$ cat src/design/zcpa_pkg.sv
// Package for the zero-crossing plane average block.
// Holds field widths, register indexes, the controller state type and the
// command and status structs shared by the controller and the datapath.
package zcpa_pkg;

	localparam int SampleWidth   = 16;
	localparam int PlaneWidth    = 10;
	localparam int CoordWidth    = 10;
	localparam int HalfWidth     = 9;
	localparam int MeanWidth     = 18;
	localparam int CountWidth    = 24;
	localparam int SumWidth      = 42;
	localparam int StepWidth     = $clog2(SumWidth + 1);
	localparam int CfgIndexWidth = 3;
	localparam int CfgDataWidth  = 10;

	localparam logic [CountWidth-1:0] CountMax = {CountWidth{1'b1}};

	localparam int FirstPlaneReset  = 10;
	localparam int FinalPlaneMargin = 12;

	// Configuration register indexes.
	localparam logic [CfgIndexWidth-1:0] CfgCenterX   = 3'd0;
	localparam logic [CfgIndexWidth-1:0] CfgCenterY   = 3'd1;
	localparam logic [CfgIndexWidth-1:0] CfgHalfX     = 3'd2;
	localparam logic [CfgIndexWidth-1:0] CfgHalfY     = 3'd3;
	localparam logic [CfgIndexWidth-1:0] CfgFirstPlane = 3'd4;
	localparam logic [CfgIndexWidth-1:0] CfgFinalPlane = 3'd5;

	typedef enum logic [2:0] {
		ST_IDLE,
		ST_CHECK,
		ST_FRAC,
		ST_MEAN_START,
		ST_MEAN_R,
		ST_MEAN_F,
		ST_OUT
	} state_t;

	typedef enum logic [1:0] {
		DIV_FRAC,
		DIV_MEAN_R,
		DIV_MEAN_F
	} div_sel_t;

	typedef struct packed {
		logic     in_ready;
		logic     div_start;
		div_sel_t div_sel;
		logic     accumulate;
		logic     cap_mean_r;
		logic     load_out;
		logic     clear_acc;
	} ctrl_cmd_t;

	typedef struct packed {
		logic in_valid;
		logic hit;
		logic last;
		logic div_done;
		logic out_free;
	} dp_status_t;

endpackage

$ cat src/design/zcpa_if.sv
// Handshake channels of the zero-crossing plane average block.
// Depends on zcpa_pkg for the field widths.
interface zcpa_in_if;
	logic                                     valid;
	logic                                     ready;
	logic signed [zcpa_pkg::SampleWidth-1:0]  lower_sample;
	logic signed [zcpa_pkg::SampleWidth-1:0]  upper_sample;
	logic        [zcpa_pkg::PlaneWidth-1:0]   plane_index;
	logic        [zcpa_pkg::CoordWidth-1:0]   column_x;
	logic        [zcpa_pkg::CoordWidth-1:0]   column_y;
	logic                                     last_item;

	modport source (
		output valid, lower_sample, upper_sample, plane_index, column_x, column_y,
		       last_item,
		input  ready
	);
	modport sink (
		input  valid, lower_sample, upper_sample, plane_index, column_x, column_y,
		       last_item,
		output ready
	);
endinterface

interface zcpa_out_if;
	logic                               valid;
	logic                               ready;
	logic [zcpa_pkg::MeanWidth-1:0]     mean_rising;
	logic [zcpa_pkg::MeanWidth-1:0]     mean_falling;
	logic [zcpa_pkg::CountWidth-1:0]    rising_total;
	logic [zcpa_pkg::CountWidth-1:0]    falling_total;
	logic                               rising_valid;
	logic                               falling_valid;

	modport source (
		output valid, mean_rising, mean_falling, rising_total, falling_total,
		       rising_valid, falling_valid,
		input  ready
	);
	modport sink (
		input  valid, mean_rising, mean_falling, rising_total, falling_total,
		       rising_valid, falling_valid,
		output ready
	);
endinterface

$ cat src/design/zcpa_divider.sv
// Shared restoring divider, one quotient bit per cycle.
// Depends on zcpa_pkg for the sum, count and step counter widths.
module zcpa_divider (
	input  logic                               clk,
	input  logic                               arst_n,
	input  logic                               start,
	input  logic [zcpa_pkg::CountWidth-1:0]    rem_init,
	input  logic [zcpa_pkg::SumWidth-1:0]      dividend,
	input  logic [zcpa_pkg::CountWidth-1:0]    divisor,
	input  logic [zcpa_pkg::StepWidth-1:0]     steps,
	output logic [zcpa_pkg::SumWidth-1:0]      quotient,
	output logic                               done
);
	import zcpa_pkg::*;

	logic [StepWidth-1:0]  steps_q;
	logic [CountWidth-1:0] rem_q;
	logic [CountWidth-1:0] divisor_q;
	logic [SumWidth-1:0]   dividend_q;
	logic [SumWidth-1:0]   quotient_q;
	logic [CountWidth:0]   trial;
	logic                  ge;
	logic [CountWidth-1:0] rem_next;

	// The remainder stays below the divisor, so the shifted trial value fits
	// one bit above the count width.
	always_comb begin
		trial    = {rem_q, dividend_q[SumWidth-1]};
		ge       = trial >= {1'b0, divisor_q};
		rem_next = ge ? CountWidth'(trial - {1'b0, divisor_q}) : trial[CountWidth-1:0];
	end

	always_ff @(posedge clk or negedge arst_n) begin
		if (!arst_n) begin
			steps_q <= '0;
		end else if (start) begin
			steps_q <= steps;
		end else if (steps_q != '0) begin
			steps_q <= steps_q - 1'b1;
		end
	end

	always_ff @(posedge clk) begin
		if (start) begin
			rem_q      <= rem_init;
			dividend_q <= dividend;
			divisor_q  <= divisor;
			quotient_q <= '0;
		end else if (steps_q != '0) begin
			rem_q      <= rem_next;
			dividend_q <= {dividend_q[SumWidth-2:0], 1'b0};
			quotient_q <= {quotient_q[SumWidth-2:0], ge};
		end
	end

	assign quotient = quotient_q;
	assign done     = steps_q == '0;

endmodule

$ cat src/design/zcpa_datapath.sv
// Datapath of the zero-crossing plane average block: configuration registers,
// item screening, accumulators, the shared divider and the output register.
// Depends on zcpa_pkg, zcpa_if and zcpa_divider.
module zcpa_datapath #(
	parameter int PLANES        = 1024,
	parameter int FRACTION_BITS = 8
) (
	input  logic                                  clk,
	input  logic                                  arst_n,
	zcpa_in_if.sink                               samples,
	zcpa_out_if.source                            averages,
	input  logic                                  cfg_write_en,
	input  logic [zcpa_pkg::CfgIndexWidth-1:0]    cfg_index,
	input  logic [zcpa_pkg::CfgDataWidth-1:0]     cfg_data,
	input  zcpa_pkg::ctrl_cmd_t                   cmd,
	output zcpa_pkg::dp_status_t                  status
);
	import zcpa_pkg::*;

	localparam int PosWidth = PlaneWidth + FRACTION_BITS;
	localparam logic [PlaneWidth-1:0] FinalPlaneReset = PlaneWidth'(PLANES - FinalPlaneMargin);

	logic [CoordWidth-1:0] center_x_q, center_y_q;
	logic [HalfWidth-1:0]  half_x_q, half_y_q;
	logic [PlaneWidth-1:0] first_plane_q, final_plane_q;

	always_ff @(posedge clk or negedge arst_n) begin
		if (!arst_n) begin
			center_x_q    <= '0;
			center_y_q    <= '0;
			half_x_q      <= '0;
			half_y_q      <= '0;
			first_plane_q <= PlaneWidth'(FirstPlaneReset);
			final_plane_q <= FinalPlaneReset;
		end else if (cfg_write_en) begin
			unique case (cfg_index)
				CfgCenterX:    center_x_q    <= cfg_data[CoordWidth-1:0];
				CfgCenterY:    center_y_q    <= cfg_data[CoordWidth-1:0];
				CfgHalfX:      half_x_q      <= cfg_data[HalfWidth-1:0];
				CfgHalfY:      half_y_q      <= cfg_data[HalfWidth-1:0];
				CfgFirstPlane: first_plane_q <= cfg_data[PlaneWidth-1:0];
				CfgFinalPlane: final_plane_q <= cfg_data[PlaneWidth-1:0];
				default: ;
			endcase
		end
	end

	// Item screening at acceptance.
	logic                         accept;
	logic signed [CoordWidth+1:0] x_lo, x_hi, y_lo, y_hi, cx, cy;
	logic                         use_item, rise, fall;
	logic [SampleWidth-1:0]       num, other;

	always_comb begin
		accept = samples.valid && cmd.in_ready;
		// Window bounds are formed two bits wider so they never wrap.
		cx   = $signed({2'b00, samples.column_x});
		cy   = $signed({2'b00, samples.column_y});
		x_lo = $signed({2'b00, center_x_q}) - $signed({3'b000, half_x_q});
		x_hi = $signed({2'b00, center_x_q}) + $signed({3'b000, half_x_q});
		y_lo = $signed({2'b00, center_y_q}) - $signed({3'b000, half_y_q});
		y_hi = $signed({2'b00, center_y_q}) + $signed({3'b000, half_y_q});
		use_item = cx >= x_lo && cx <= x_hi && cy >= y_lo && cy <= y_hi
			&& samples.plane_index >= first_plane_q
			&& samples.plane_index <= final_plane_q;
		rise  = samples.lower_sample <= $signed(16'sd0)
			&& samples.upper_sample > $signed(16'sd0);
		fall  = samples.lower_sample >= $signed(16'sd0)
			&& samples.upper_sample < $signed(16'sd0);
		num   = rise ? SampleWidth'(-samples.lower_sample) : SampleWidth'(samples.lower_sample);
		other = rise ? SampleWidth'(samples.upper_sample) : SampleWidth'(-samples.upper_sample);
	end

	assign samples.ready = cmd.in_ready;

	logic                   rise_q, fall_q, last_q;
	logic [PlaneWidth-1:0]  plane_q;
	logic [SampleWidth-1:0] num_q;
	logic [SampleWidth:0]   den_q;

	always_ff @(posedge clk or negedge arst_n) begin
		if (!arst_n) begin
			rise_q <= 1'b0;
			fall_q <= 1'b0;
			last_q <= 1'b0;
		end else if (accept) begin
			rise_q <= use_item && rise;
			fall_q <= use_item && fall;
			last_q <= samples.last_item;
		end
	end

	always_ff @(posedge clk) begin
		if (accept) begin
			plane_q <= samples.plane_index;
			num_q   <= num;
			den_q   <= {1'b0, num} + {1'b0, other};
		end
	end

	// Accumulators.
	logic [SumWidth-1:0]   rising_sum_q, falling_sum_q;
	logic [CountWidth-1:0] rising_count_q, falling_count_q;
	logic [SumWidth-1:0]   quotient;
	logic [PosWidth-1:0]   pos;
	logic [SumWidth-1:0]   pos_ext;

	// The fraction is below one, so the position is a plain concatenation.
	assign pos     = {plane_q, quotient[FRACTION_BITS-1:0]};
	assign pos_ext = {{(SumWidth-PosWidth){1'b0}}, pos};

	always_ff @(posedge clk or negedge arst_n) begin
		if (!arst_n) begin
			rising_sum_q    <= '0;
			falling_sum_q   <= '0;
			rising_count_q  <= '0;
			falling_count_q <= '0;
		end else if (cmd.clear_acc) begin
			rising_sum_q    <= '0;
			falling_sum_q   <= '0;
			rising_count_q  <= '0;
			falling_count_q <= '0;
		end else if (cmd.accumulate) begin
			if (rise_q && rising_count_q != CountMax) begin
				rising_sum_q   <= rising_sum_q + pos_ext;
				rising_count_q <= rising_count_q + 1'b1;
			end
			if (fall_q && falling_count_q != CountMax) begin
				falling_sum_q   <= falling_sum_q + pos_ext;
				falling_count_q <= falling_count_q + 1'b1;
			end
		end
	end

	// Divider operand selection.
	logic [CountWidth-1:0] div_rem_init, div_divisor;
	logic [SumWidth-1:0]   div_dividend;
	logic [StepWidth-1:0]  div_steps;
	logic                  div_done;

	always_comb begin
		unique case (cmd.div_sel)
			DIV_FRAC: begin
				// Start from the magnitude as a partial remainder: only the
				// fraction bits are developed.
				div_rem_init = CountWidth'(num_q);
				div_dividend = '0;
				div_divisor  = CountWidth'(den_q);
				div_steps    = StepWidth'(FRACTION_BITS);
			end
			DIV_MEAN_R: begin
				div_rem_init = '0;
				div_dividend = rising_sum_q;
				div_divisor  = rising_count_q;
				div_steps    = StepWidth'(SumWidth);
			end
			DIV_MEAN_F: begin
				div_rem_init = '0;
				div_dividend = falling_sum_q;
				div_divisor  = falling_count_q;
				div_steps    = StepWidth'(SumWidth);
			end
			default: begin
				div_rem_init = '0;
				div_dividend = '0;
				div_divisor  = '0;
				div_steps    = '0;
			end
		endcase
	end

	zcpa_divider u_divider (
		.clk      (clk),
		.arst_n   (arst_n),
		.start    (cmd.div_start),
		.rem_init (div_rem_init),
		.dividend (div_dividend),
		.divisor  (div_divisor),
		.steps    (div_steps),
		.quotient (quotient),
		.done     (div_done)
	);

	// Output register.
	logic [MeanWidth-1:0]  mean_r_q;
	logic                  out_valid_q;
	logic [MeanWidth-1:0]  mean_rising_q, mean_falling_q;
	logic [CountWidth-1:0] rising_total_q, falling_total_q;
	logic                  rising_valid_q, falling_valid_q;
	logic                  out_free;

	assign out_free = !out_valid_q || averages.ready;

	always_ff @(posedge clk) begin
		if (cmd.cap_mean_r) begin
			mean_r_q <= quotient[MeanWidth-1:0];
		end
	end

	always_ff @(posedge clk or negedge arst_n) begin
		if (!arst_n) begin
			out_valid_q <= 1'b0;
		end else if (cmd.load_out) begin
			out_valid_q <= 1'b1;
		end else if (averages.ready) begin
			out_valid_q <= 1'b0;
		end
	end

	// An empty count reports a zero mean whatever the divider produced.
	always_ff @(posedge clk) begin
		if (cmd.load_out) begin
			mean_rising_q   <= (rising_count_q != '0) ? mean_r_q : '0;
			mean_falling_q  <= (falling_count_q != '0) ? quotient[MeanWidth-1:0] : '0;
			rising_total_q  <= rising_count_q;
			falling_total_q <= falling_count_q;
			rising_valid_q  <= rising_count_q != '0;
			falling_valid_q <= falling_count_q != '0;
		end
	end

	assign averages.valid         = out_valid_q;
	assign averages.mean_rising   = mean_rising_q;
	assign averages.mean_falling  = mean_falling_q;
	assign averages.rising_total  = rising_total_q;
	assign averages.falling_total = falling_total_q;
	assign averages.rising_valid  = rising_valid_q;
	assign averages.falling_valid = falling_valid_q;

	always_comb begin
		status.in_valid = samples.valid;
		status.hit      = rise_q || fall_q;
		status.last     = last_q;
		status.div_done = div_done;
		status.out_free = out_free;
	end

endmodule

$ cat src/design/zcpa_ctrl.sv
// Controller of the zero-crossing plane average block.
// Sequences item acceptance, the fraction division, accumulation, the two
// mean divisions and the result hand-off. Depends on zcpa_pkg.
module zcpa_ctrl (
	input  logic                  clk,
	input  logic                  arst_n,
	input  zcpa_pkg::dp_status_t  status,
	output zcpa_pkg::ctrl_cmd_t   cmd
);
	import zcpa_pkg::*;

	state_t state_q, state_next;

	always_ff @(posedge clk or negedge arst_n) begin
		if (!arst_n) begin
			state_q <= ST_IDLE;
		end else begin
			state_q <= state_next;
		end
	end

	always_comb begin
		state_next = state_q;
		unique case (state_q)
			ST_IDLE: begin
				if (status.in_valid) state_next = ST_CHECK;
			end
			ST_CHECK: begin
				priority if (status.hit) state_next = ST_FRAC;
				else if (status.last)    state_next = ST_MEAN_START;
				else                     state_next = ST_IDLE;
			end
			ST_FRAC: begin
				if (status.div_done) state_next = status.last ? ST_MEAN_START : ST_IDLE;
			end
			ST_MEAN_START: state_next = ST_MEAN_R;
			ST_MEAN_R: begin
				if (status.div_done) state_next = ST_MEAN_F;
			end
			ST_MEAN_F: begin
				if (status.div_done) state_next = ST_OUT;
			end
			ST_OUT: begin
				if (status.out_free) state_next = ST_IDLE;
			end
			default: state_next = ST_IDLE;
		endcase
	end

	always_comb begin
		cmd = '{in_ready: 1'b0, div_start: 1'b0, div_sel: DIV_FRAC, accumulate: 1'b0,
		        cap_mean_r: 1'b0, load_out: 1'b0, clear_acc: 1'b0};
		unique case (state_q)
			ST_IDLE: cmd.in_ready = 1'b1;
			ST_CHECK: begin
				if (status.hit) begin
					cmd.div_start = 1'b1;
					cmd.div_sel   = DIV_FRAC;
				end
			end
			ST_FRAC: begin
				if (status.div_done) cmd.accumulate = 1'b1;
			end
			ST_MEAN_START: begin
				cmd.div_start = 1'b1;
				cmd.div_sel   = DIV_MEAN_R;
			end
			ST_MEAN_R: begin
				// The rising mean is captured on the same edge that restarts
				// the divider for the falling mean.
				if (status.div_done) begin
					cmd.cap_mean_r = 1'b1;
					cmd.div_start  = 1'b1;
					cmd.div_sel    = DIV_MEAN_F;
				end
			end
			ST_MEAN_F: cmd.div_sel = DIV_MEAN_F;
			ST_OUT: begin
				cmd.div_sel = DIV_MEAN_F;
				if (status.out_free) begin
					cmd.load_out  = 1'b1;
					cmd.clear_acc = 1'b1;
				end
			end
			default: ;
		endcase
	end

endmodule

$ cat src/design/zero_crossing_plane_average.sv
// Zero-crossing plane average: each item is a pair of vertically adjacent
// samples; pairs inside the column window and plane range that cross zero add
// their interpolated crossing position to a rising or falling sum. One item is
// in work at a time. An item that holds a crossing is held for its fraction
// division on the shared divider, which develops one quotient bit per cycle.
// An item marked last adds two 42-step mean divisions on the same divider,
// and its result then waits in an output register while new items are taken.
// Depends on zcpa_pkg, zcpa_if, zcpa_ctrl and zcpa_datapath.
module zero_crossing_plane_average #(
	parameter int PLANES        = 1024,
	parameter int FRACTION_BITS = 8
) (
	input  logic                                clk,
	input  logic                                arst_n,
	zcpa_in_if.sink                             samples,
	zcpa_out_if.source                          averages,
	input  logic                                cfg_write_en,
	input  logic [zcpa_pkg::CfgIndexWidth-1:0]  cfg_index,
	input  logic [zcpa_pkg::CfgDataWidth-1:0]   cfg_data
);
	import zcpa_pkg::*;

	ctrl_cmd_t  cmd;
	dp_status_t status;

	zcpa_ctrl u_ctrl (
		.clk    (clk),
		.arst_n (arst_n),
		.status (status),
		.cmd    (cmd)
	);

	zcpa_datapath #(
		.PLANES        (PLANES),
		.FRACTION_BITS (FRACTION_BITS)
	) u_datapath (
		.clk          (clk),
		.arst_n       (arst_n),
		.samples      (samples),
		.averages     (averages),
		.cfg_write_en (cfg_write_en),
		.cfg_index    (cfg_index),
		.cfg_data     (cfg_data),
		.cmd          (cmd),
		.status       (status)
	);

endmodule

$ cat src/flat_wrapper.sv
// flat-port wrapper written by rule: the top's interface ports become plain ports
module zero_crossing_plane_average_flat import zcpa_pkg::*;
#(
	parameter int PLANES        = 1024,
	parameter int FRACTION_BITS = 8
)
  (clk, arst_n, cfg_write_en, cfg_index, cfg_data, samples_valid, samples_lower_sample, samples_upper_sample, samples_plane_index, samples_column_x, samples_column_y, samples_last_item, samples_ready, averages_valid, averages_mean_rising, averages_mean_falling, averages_rising_total, averages_falling_total, averages_rising_valid, averages_falling_valid, averages_ready);
  zcpa_in_if samples_i ();
  zcpa_out_if averages_i ();
  input  logic clk;
  input  logic arst_n;
  input  logic cfg_write_en;
  input  logic [zcpa_pkg::CfgIndexWidth-1:0] cfg_index;
  input  logic [zcpa_pkg::CfgDataWidth-1:0] cfg_data;
  input wire logic [$bits(samples_i.valid)-1:0] samples_valid;
  input wire logic [$bits(samples_i.lower_sample)-1:0] samples_lower_sample;
  input wire logic [$bits(samples_i.upper_sample)-1:0] samples_upper_sample;
  input wire logic [$bits(samples_i.plane_index)-1:0] samples_plane_index;
  input wire logic [$bits(samples_i.column_x)-1:0] samples_column_x;
  input wire logic [$bits(samples_i.column_y)-1:0] samples_column_y;
  input wire logic [$bits(samples_i.last_item)-1:0] samples_last_item;
  output wire logic [$bits(samples_i.ready)-1:0] samples_ready;
  output wire logic [$bits(averages_i.valid)-1:0] averages_valid;
  output wire logic [$bits(averages_i.mean_rising)-1:0] averages_mean_rising;
  output wire logic [$bits(averages_i.mean_falling)-1:0] averages_mean_falling;
  output wire logic [$bits(averages_i.rising_total)-1:0] averages_rising_total;
  output wire logic [$bits(averages_i.falling_total)-1:0] averages_falling_total;
  output wire logic [$bits(averages_i.rising_valid)-1:0] averages_rising_valid;
  output wire logic [$bits(averages_i.falling_valid)-1:0] averages_falling_valid;
  input wire logic [$bits(averages_i.ready)-1:0] averages_ready;
  assign samples_i.valid = samples_valid;
  assign samples_i.lower_sample = samples_lower_sample;
  assign samples_i.upper_sample = samples_upper_sample;
  assign samples_i.plane_index = samples_plane_index;
  assign samples_i.column_x = samples_column_x;
  assign samples_i.column_y = samples_column_y;
  assign samples_i.last_item = samples_last_item;
  assign samples_ready = samples_i.ready;
  assign averages_valid = averages_i.valid;
  assign averages_mean_rising = averages_i.mean_rising;
  assign averages_mean_falling = averages_i.mean_falling;
  assign averages_rising_total = averages_i.rising_total;
  assign averages_falling_total = averages_i.falling_total;
  assign averages_rising_valid = averages_i.rising_valid;
  assign averages_falling_valid = averages_i.falling_valid;
  assign averages_i.ready = averages_ready;
  zero_crossing_plane_average #(.PLANES(PLANES), .FRACTION_BITS(FRACTION_BITS)) u_core (.clk(clk), .arst_n(arst_n), .samples(samples_i), .averages(averages_i), .cfg_write_en(cfg_write_en), .cfg_index(cfg_index), .cfg_data(cfg_data));
endmodule
$ cat config.mk
export PLATFORM = sky130hd
export DESIGN_NAME = zero_crossing_plane_average_flat
export DESIGN_NICKNAME = d
export VERILOG_FILES = /design/src/design/zcpa_pkg.sv /design/src/design/zcpa_if.sv /design/src/design/zcpa_divider.sv /design/src/design/zcpa_datapath.sv /design/src/design/zcpa_ctrl.sv /design/src/design/zero_crossing_plane_average.sv /design/src/flat_wrapper.sv
export SDC_FILE = /design/constraint.sdc
export NUM_CORES = 1
export LEC_CHECK = 0
export ABC_AREA = 1
export BUFFER_PORTS_ARGS = -buffer_cell sky130_fd_sc_hd__buf_2
export CORE_ASPECT_RATIO = 1.1
export CORE_MARGIN = 2
export CORE_UTILIZATION = 30
export CTS_CLUSTER_SIZE = 30
export DETAILED_ROUTE_END_ITERATION = 6
export PLACE_DENSITY_LB_ADDON = 0.2
export SLEW_MARGIN = 20
export SYNTH_ARGS = -nofsm -noshare
export SYNTH_HDL_FRONTEND = slang
export SYNTH_HIERARCHICAL = 1
export SYNTH_SLANG_ARGS = --single-unit
export TNS_END_PERCENT = 20
$ cat constraint.sdc
create_clock -name clk -period 11.45 [get_ports clk]
set_clock_uncertainty 0.05 [all_clocks]
set_input_delay 1.7175 -clock clk [delete_from_list [all_inputs] [get_ports clk]]
set_output_delay 1.7175 -clock clk [all_outputs]
set_load 0.05 [all_outputs]
## After elaboration in Yosys (flattened, before gate mapping)

Index checks and enable logic that the tools add are counted.

- Output and inout bits: 88
- Register bits: 458
- Logic and storage cells: 157

- $lt $le $gt $ge: 11
- Add/subtract/negate cells: 13
- Reductions and logical operators: 38
- Equality and inequality tests: 20
- Multiplexer cells: 45

Operator list:

| cell | count |
|---|---|
| 2-to-1 mux 42 bit | 8 |
| 2-to-1 mux 24 bit | 9 |
| adder 42 x 18 -> 42 bit | 2 |
| one-hot mux 42 bit (2 select lines) | 1 |
| one-hot mux 24 bit (3 select lines) | 1 |
| adder 24 x 1 -> 24 bit (second input constant) | 2 |
| 2-to-1 mux 16 bit | 3 |
| != test 24 bit (second input constant) | 2 |
| nonzero test 24 bit | 2 |
| negation 16 bit | 2 |
| greater-or-equal comparator 25 x 24 -> 1 bit | 1 |
| subtractor 24 bit | 1 |
| adder 10 x 9 -> 11 bit | 2 |
| greater-or-equal comparator 11 bit | 2 |
| less-or-equal comparator 10 x 11 -> 1 bit | 2 |
| subtractor 10 x 9 -> 11 bit | 2 |
| 2-to-1 mux 3 bit | 7 |
| one-hot mux 3 bit (7 select lines) | 1 |
| adder 16 x 16 -> 17 bit | 1 |
| greater-or-equal comparator 16 x 1 -> 1 bit (second input constant) | 1 |
| > comparator 16 x 1 -> 1 bit (second input constant) | 1 |
| less-or-equal comparator 16 x 1 -> 1 bit (second input constant) | 1 |
| < comparator 16 x 1 -> 1 bit (second input constant) | 1 |
| AND reduction 2 bit | 8 |
| 25 further kinds | 64 |

## Longest topological paths before layout

- Depth after elaboration: 8
- Depth in mapped cells: 26
- Mapped depth without buffers: 25

## Cells and area by module

Netlist, hierarchy kept.

By module, submodules not included:

| module | area each (um2) | instances | cells each |
|---|---|---|---|
| zcpa_datapath | 22748.1 | 1 | 2971 |
| zcpa_divider | 7487.2 | 1 | 958 |
| zcpa_ctrl | 347.8 | 1 | 53 |

## Worst setup path before layout

OpenSTA, ideal clock, no wires.

- Path type: input -> register
- From: in samples_lower_sample[1]
- To: reg u_core.u_datapath.den_q[11], data pin
- Setup time: 0.265 ns
- Path slack: 6.563 ns
- Cell stages on the path: 19
- Arrival time: 4.572 ns
- Buffers on the path: 1
- Cell sequence: inv_1 -> ha_1 -> nand2_1 -> nor2_1 -> nand2_1 -> nor2_1 -> nand4_1 -> o21bai_1 -> nand2_1 -> buf_2 -> nor2_1 -> xor2_1 -> ha_1 -> a21o_1 -> a31oi_1 -> o21ai_0 -> a21boi_0 -> o21ai_0 -> xor2_1

- Longest elaborated chain between the ends: 4
- Elaborated cells between the ends (all ways): 6
- Those cells by class: add/sub (2); order compare (1); mux (2); reduce/logical (1)

Ends and longest elaborated chain:

| item | RTL line | RTL |
|---|---|---|
| start: declaration | flat_wrapper.sv:16 | `input wire logic [$bits(samples_i.lower_sample)-1:0] samples_lower_sample;` |
| less-or-equal comparator 16 x 1 -> 1 bit | zcpa_datapath.sv:66 | `rise = samples.lower_sample <= $signed(16'sd0)` |
| logical AND 1 bit | zcpa_datapath.sv:67 | `&& samples.upper_sample > $signed(16'sd0);` |
| 2-to-1 mux 16 bit * | zcpa_datapath.sv:70 | `num = rise ? SampleWidth'(-samples.lower_sample) : SampleWidth'(samples.lower_sample);` |
| via u_core.u_datapath.num[2] | zcpa_datapath.sv:52 | `logic [SampleWidth-1:0] num, other;` |
| adder 16 x 16 -> 17 bit * | zcpa_datapath.sv:97 | `den_q <= {1'b0, num} + {1'b0, other};` |
| end signal: assignment | zcpa_datapath.sv:97 |  |
| end: declaration | zcpa_datapath.sv:79 | `logic [SampleWidth:0] den_q;` |

The timed path passes the listed nets; every way through them passes the cells marked *.
A chain may end at the register's enable or synchronous reset.

## Worst setup path in the final report

- From: in samples_lower_sample[0]
- To: reg u_core.u_datapath.den_q[12], data pin

Same word-level chain as after synthesis.

==> impl_metrics.yaml <==
setup_path:
  r2r_end: "u_core/u_datapath/u_divider/rem_q[21]"
  timing.critical_path.mode_cell: "nand2_1"
  cp-start-kind: "input pin"
  r2r_cells: 6
  r2r_slack_ns: 7.23
  critical_path_required_ns: 11.77
  worst-endpoint-arrival_ns: 5.81
  crit_fanout: 25
  path_cells: "buf_2 > inv_1 > ha_1 > nand2_1 > nor2_1 > nand2_1 > nor2_1 > nand4_1 > o21bai_1 > nand2_1 > inv_1 > o21ai_0 > fa_1 > nand3_1 > a31oi_1 > nor2_1 > o21ai_0 > nand3_1 > nand2_1 > nand2_1 > nand2_1 > xor2_1"
  max_stage_delay_ns: 0.52
  worst_setup_path_end_kind: "register"
  path_class: "in2reg"
  cpMaxStageDelayCell: "nand2_1"
  rr_startpoint: "u_core/u_ctrl/state_q[1]"
grt:
  antenna_found_initial: 0
  grt_overflow: 0
  grt_pass1_wl_um: 145000
  grt_max_degree: 87
  busiest_layer: "met2"
  use_met2: 0.324
  grt_pass1_vias: 25197
  gr-usage-met3: 0.0207
  met1_usage: 0.224
  grt_util_all_layers: 0.179
finish:
  layout-drive-gt1-share: 0.0856
  final_core_util: 0.342
  diodes: 0
  nNetsFinal: 4314
  synthToLayoutAreaGrowth_pct: 13.3
timing:
  fmax_mhz: 182
  period_needed_ns: 5.49
  worst_hold_slack_ns: 0.406
  fin_crit_sh: 0.479
  worst_slack_ns: 5.96
  setup_viol: 0
  hold_viol_final: 0
  worstMarginPinSlew_ns: 1.05
  final_max_slew_viol_count: 0
  rsz0062_at_grt: "no"
  relSlewSlack: 0.297
  setup_tns_ns: 0
drt:
  route.detailed.drc: 0
  vias_per_cell: 4.78
  drtIter0Drc: 1722
  drt-pass1-iter-count: 5
  vias: 25685
  ant_nets: 0
  wl_per_cell_um: 17.2
  totalWireLength_um: 92600
worst_hold_path:
  min_delay_worst_endpoint: "u_core/u_datapath/mean_r_q[17]"
  holdPathStages: 0
  hold_class: "reg2reg"
  min_from: "u_core/u_datapath/u_divider/quotient[17]"
clocking:
  cts_sinks: 458
  ctsLongestPathBuffers: 3
  cts_resized: 0
  postCtsSetupBuffers: 0
  clkLatencyLatePin_ns: 0.63
  cts_buffers: 54
  hold_buffers: 0
  clock-root-buffer: "clkbuf_16"
  cts_htree_levels: 2
  cts_tree: "built"
  clk_pin_slew_ns: 0.06
pwr:
  peakVddDrop_uv: 123
  p_per_area_nw_per_um2: 194
  power_mw: 6.57
  power_leakage_nw: 15.8
run_status:
  status: "finished, final reports clean"
die:
  io-pin-count: 169
  die_y_um: 335
  coreArea_um2: 98900
  start_util: 0.302
  die_w_um: 305
  die-area_um2: 102000
  std_cell_rows: 121
synth:
  syn_area_um2: 29900
  syn_avg_cell_area_um2: 7.64
  syn-instance-count: 3908
  yosysWarnings: 6
run:
  drv_cap: 0
placed_design:
  port_buffers: 168
  dp_slack_ns: 5.34
  place.gp.congestion: 0.910
  dp_hpwl_um: 71000
## worst max-delay path by stage
| stage | start | to | cells past startpoint |
|---|---|---|---|
| floorplan | samples_lower_sample[1] | u_core/u_datapath/den_q[11] | 19 |
| global placement | samples_lower_sample[0] | u_core/u_datapath/den_q[12] | 22 |
| detailed placement | samples_lower_sample[0] | u_core/u_datapath/den_q[12] | 22 |
| CTS | samples_lower_sample[0] | u_core/u_datapath/den_q[12] | 22 |
| global route | samples_lower_sample[0] | u_core/u_datapath/den_q[12] | 22 |
| finish | samples_lower_sample[0] | u_core/u_datapath/den_q[12] | 22 |
## cell usage in the layout, fill, tap and decap left out, types with 7 or more instances in the layout
cell          n
ha_1        182
nor4_1       28
inv_2        20
nand3b_1     24
fa_1          8
nor3_1       69
conb_1       11
clkbuf_16    56
dfstp_2       9
buf_2       167
edfxtp_1    237
o21ai_0     173
nor2_1      232
nor2_2        9
xor2_1       89
buf_4        19
dfxtp_1      18
or2_2        10
o31ai_1      21
dfrtp_1     194
inv_1       524
clkinv_2     15
nand4_1      96
xnor2_1      44
nand3_1     199
o22ai_1      17
nand2_1    1251
o21bai_1     12
clkinv_1      7
o21ai_1      40
a21oi_1     200
clkbuf_1      9
## per-stage QoR
| stage | cell area [µm²] | cells |
|---|---|---|
| after floorplan | 29900 | 3918 |
| final | 33800 | 5378 |
| after global placement | 32000 | 5276 |
| after CTS | 33800 | 5378 |
| after global routing | 33800 | 5378 |
| after detailed placement | 32000 | 5276 |
## registers in the layout (all words and copies together), names as in the netlist, 16 cells and up
name and flops:
u_core/u_datapath/falling_sum_q 42, u_core/u_datapath/rising_sum_q 42, u_core/u_datapath/u_divider/dividend_q 42, u_core/u_datapath/averages.falling_total 24, u_core/u_datapath/averages.rising_total 24, u_core/u_datapath/falling_count_q 24
u_core/u_datapath/rising_count_q 24, u_core/u_datapath/u_divider/divisor_q 24, u_core/u_datapath/u_divider/rem_q 24, u_core/u_datapath/averages.mean_falling 18, u_core/u_datapath/averages.mean_rising 18, u_core/u_datapath/mean_r_q 18
u_core/u_datapath/u_divider/quotient 18, u_core/u_datapath/den_q 17, u_core/u_datapath/num_q 16
## power breakdown
group	switching [mW]	total (mW)	internal, mW
Combinational	1.65	2.45	0.800
Sequential	0.205	2.32	2.12
Clock	0.748	1.81	1.06
## metal layers
layer	share of wire	up-vias
li1	-	13039
met1	0.44	12002
met2	0.50	526
met3	0.036	118
met4	0.025	0
met5	0	-
## critical path: cells and delay by family
family	cells	cell delay, ns
xor+xnor	1	0.14
fa+ha+maj	2	0.66
compound gates	4	0.83
buf+inv	3	0.60
simple gates	12	1.86
## cell type report
type	instances	area [µm²]
clock buffer	68	1480
clock inverter	34	378
sequential	458	12600
timing repair buffer	187	993
multi-input combinational	2792	14700
fill	10690	65000
inverter	548	2060
tap	1291	1620
No activity file was read; power rests on OpenSTA's default activity.
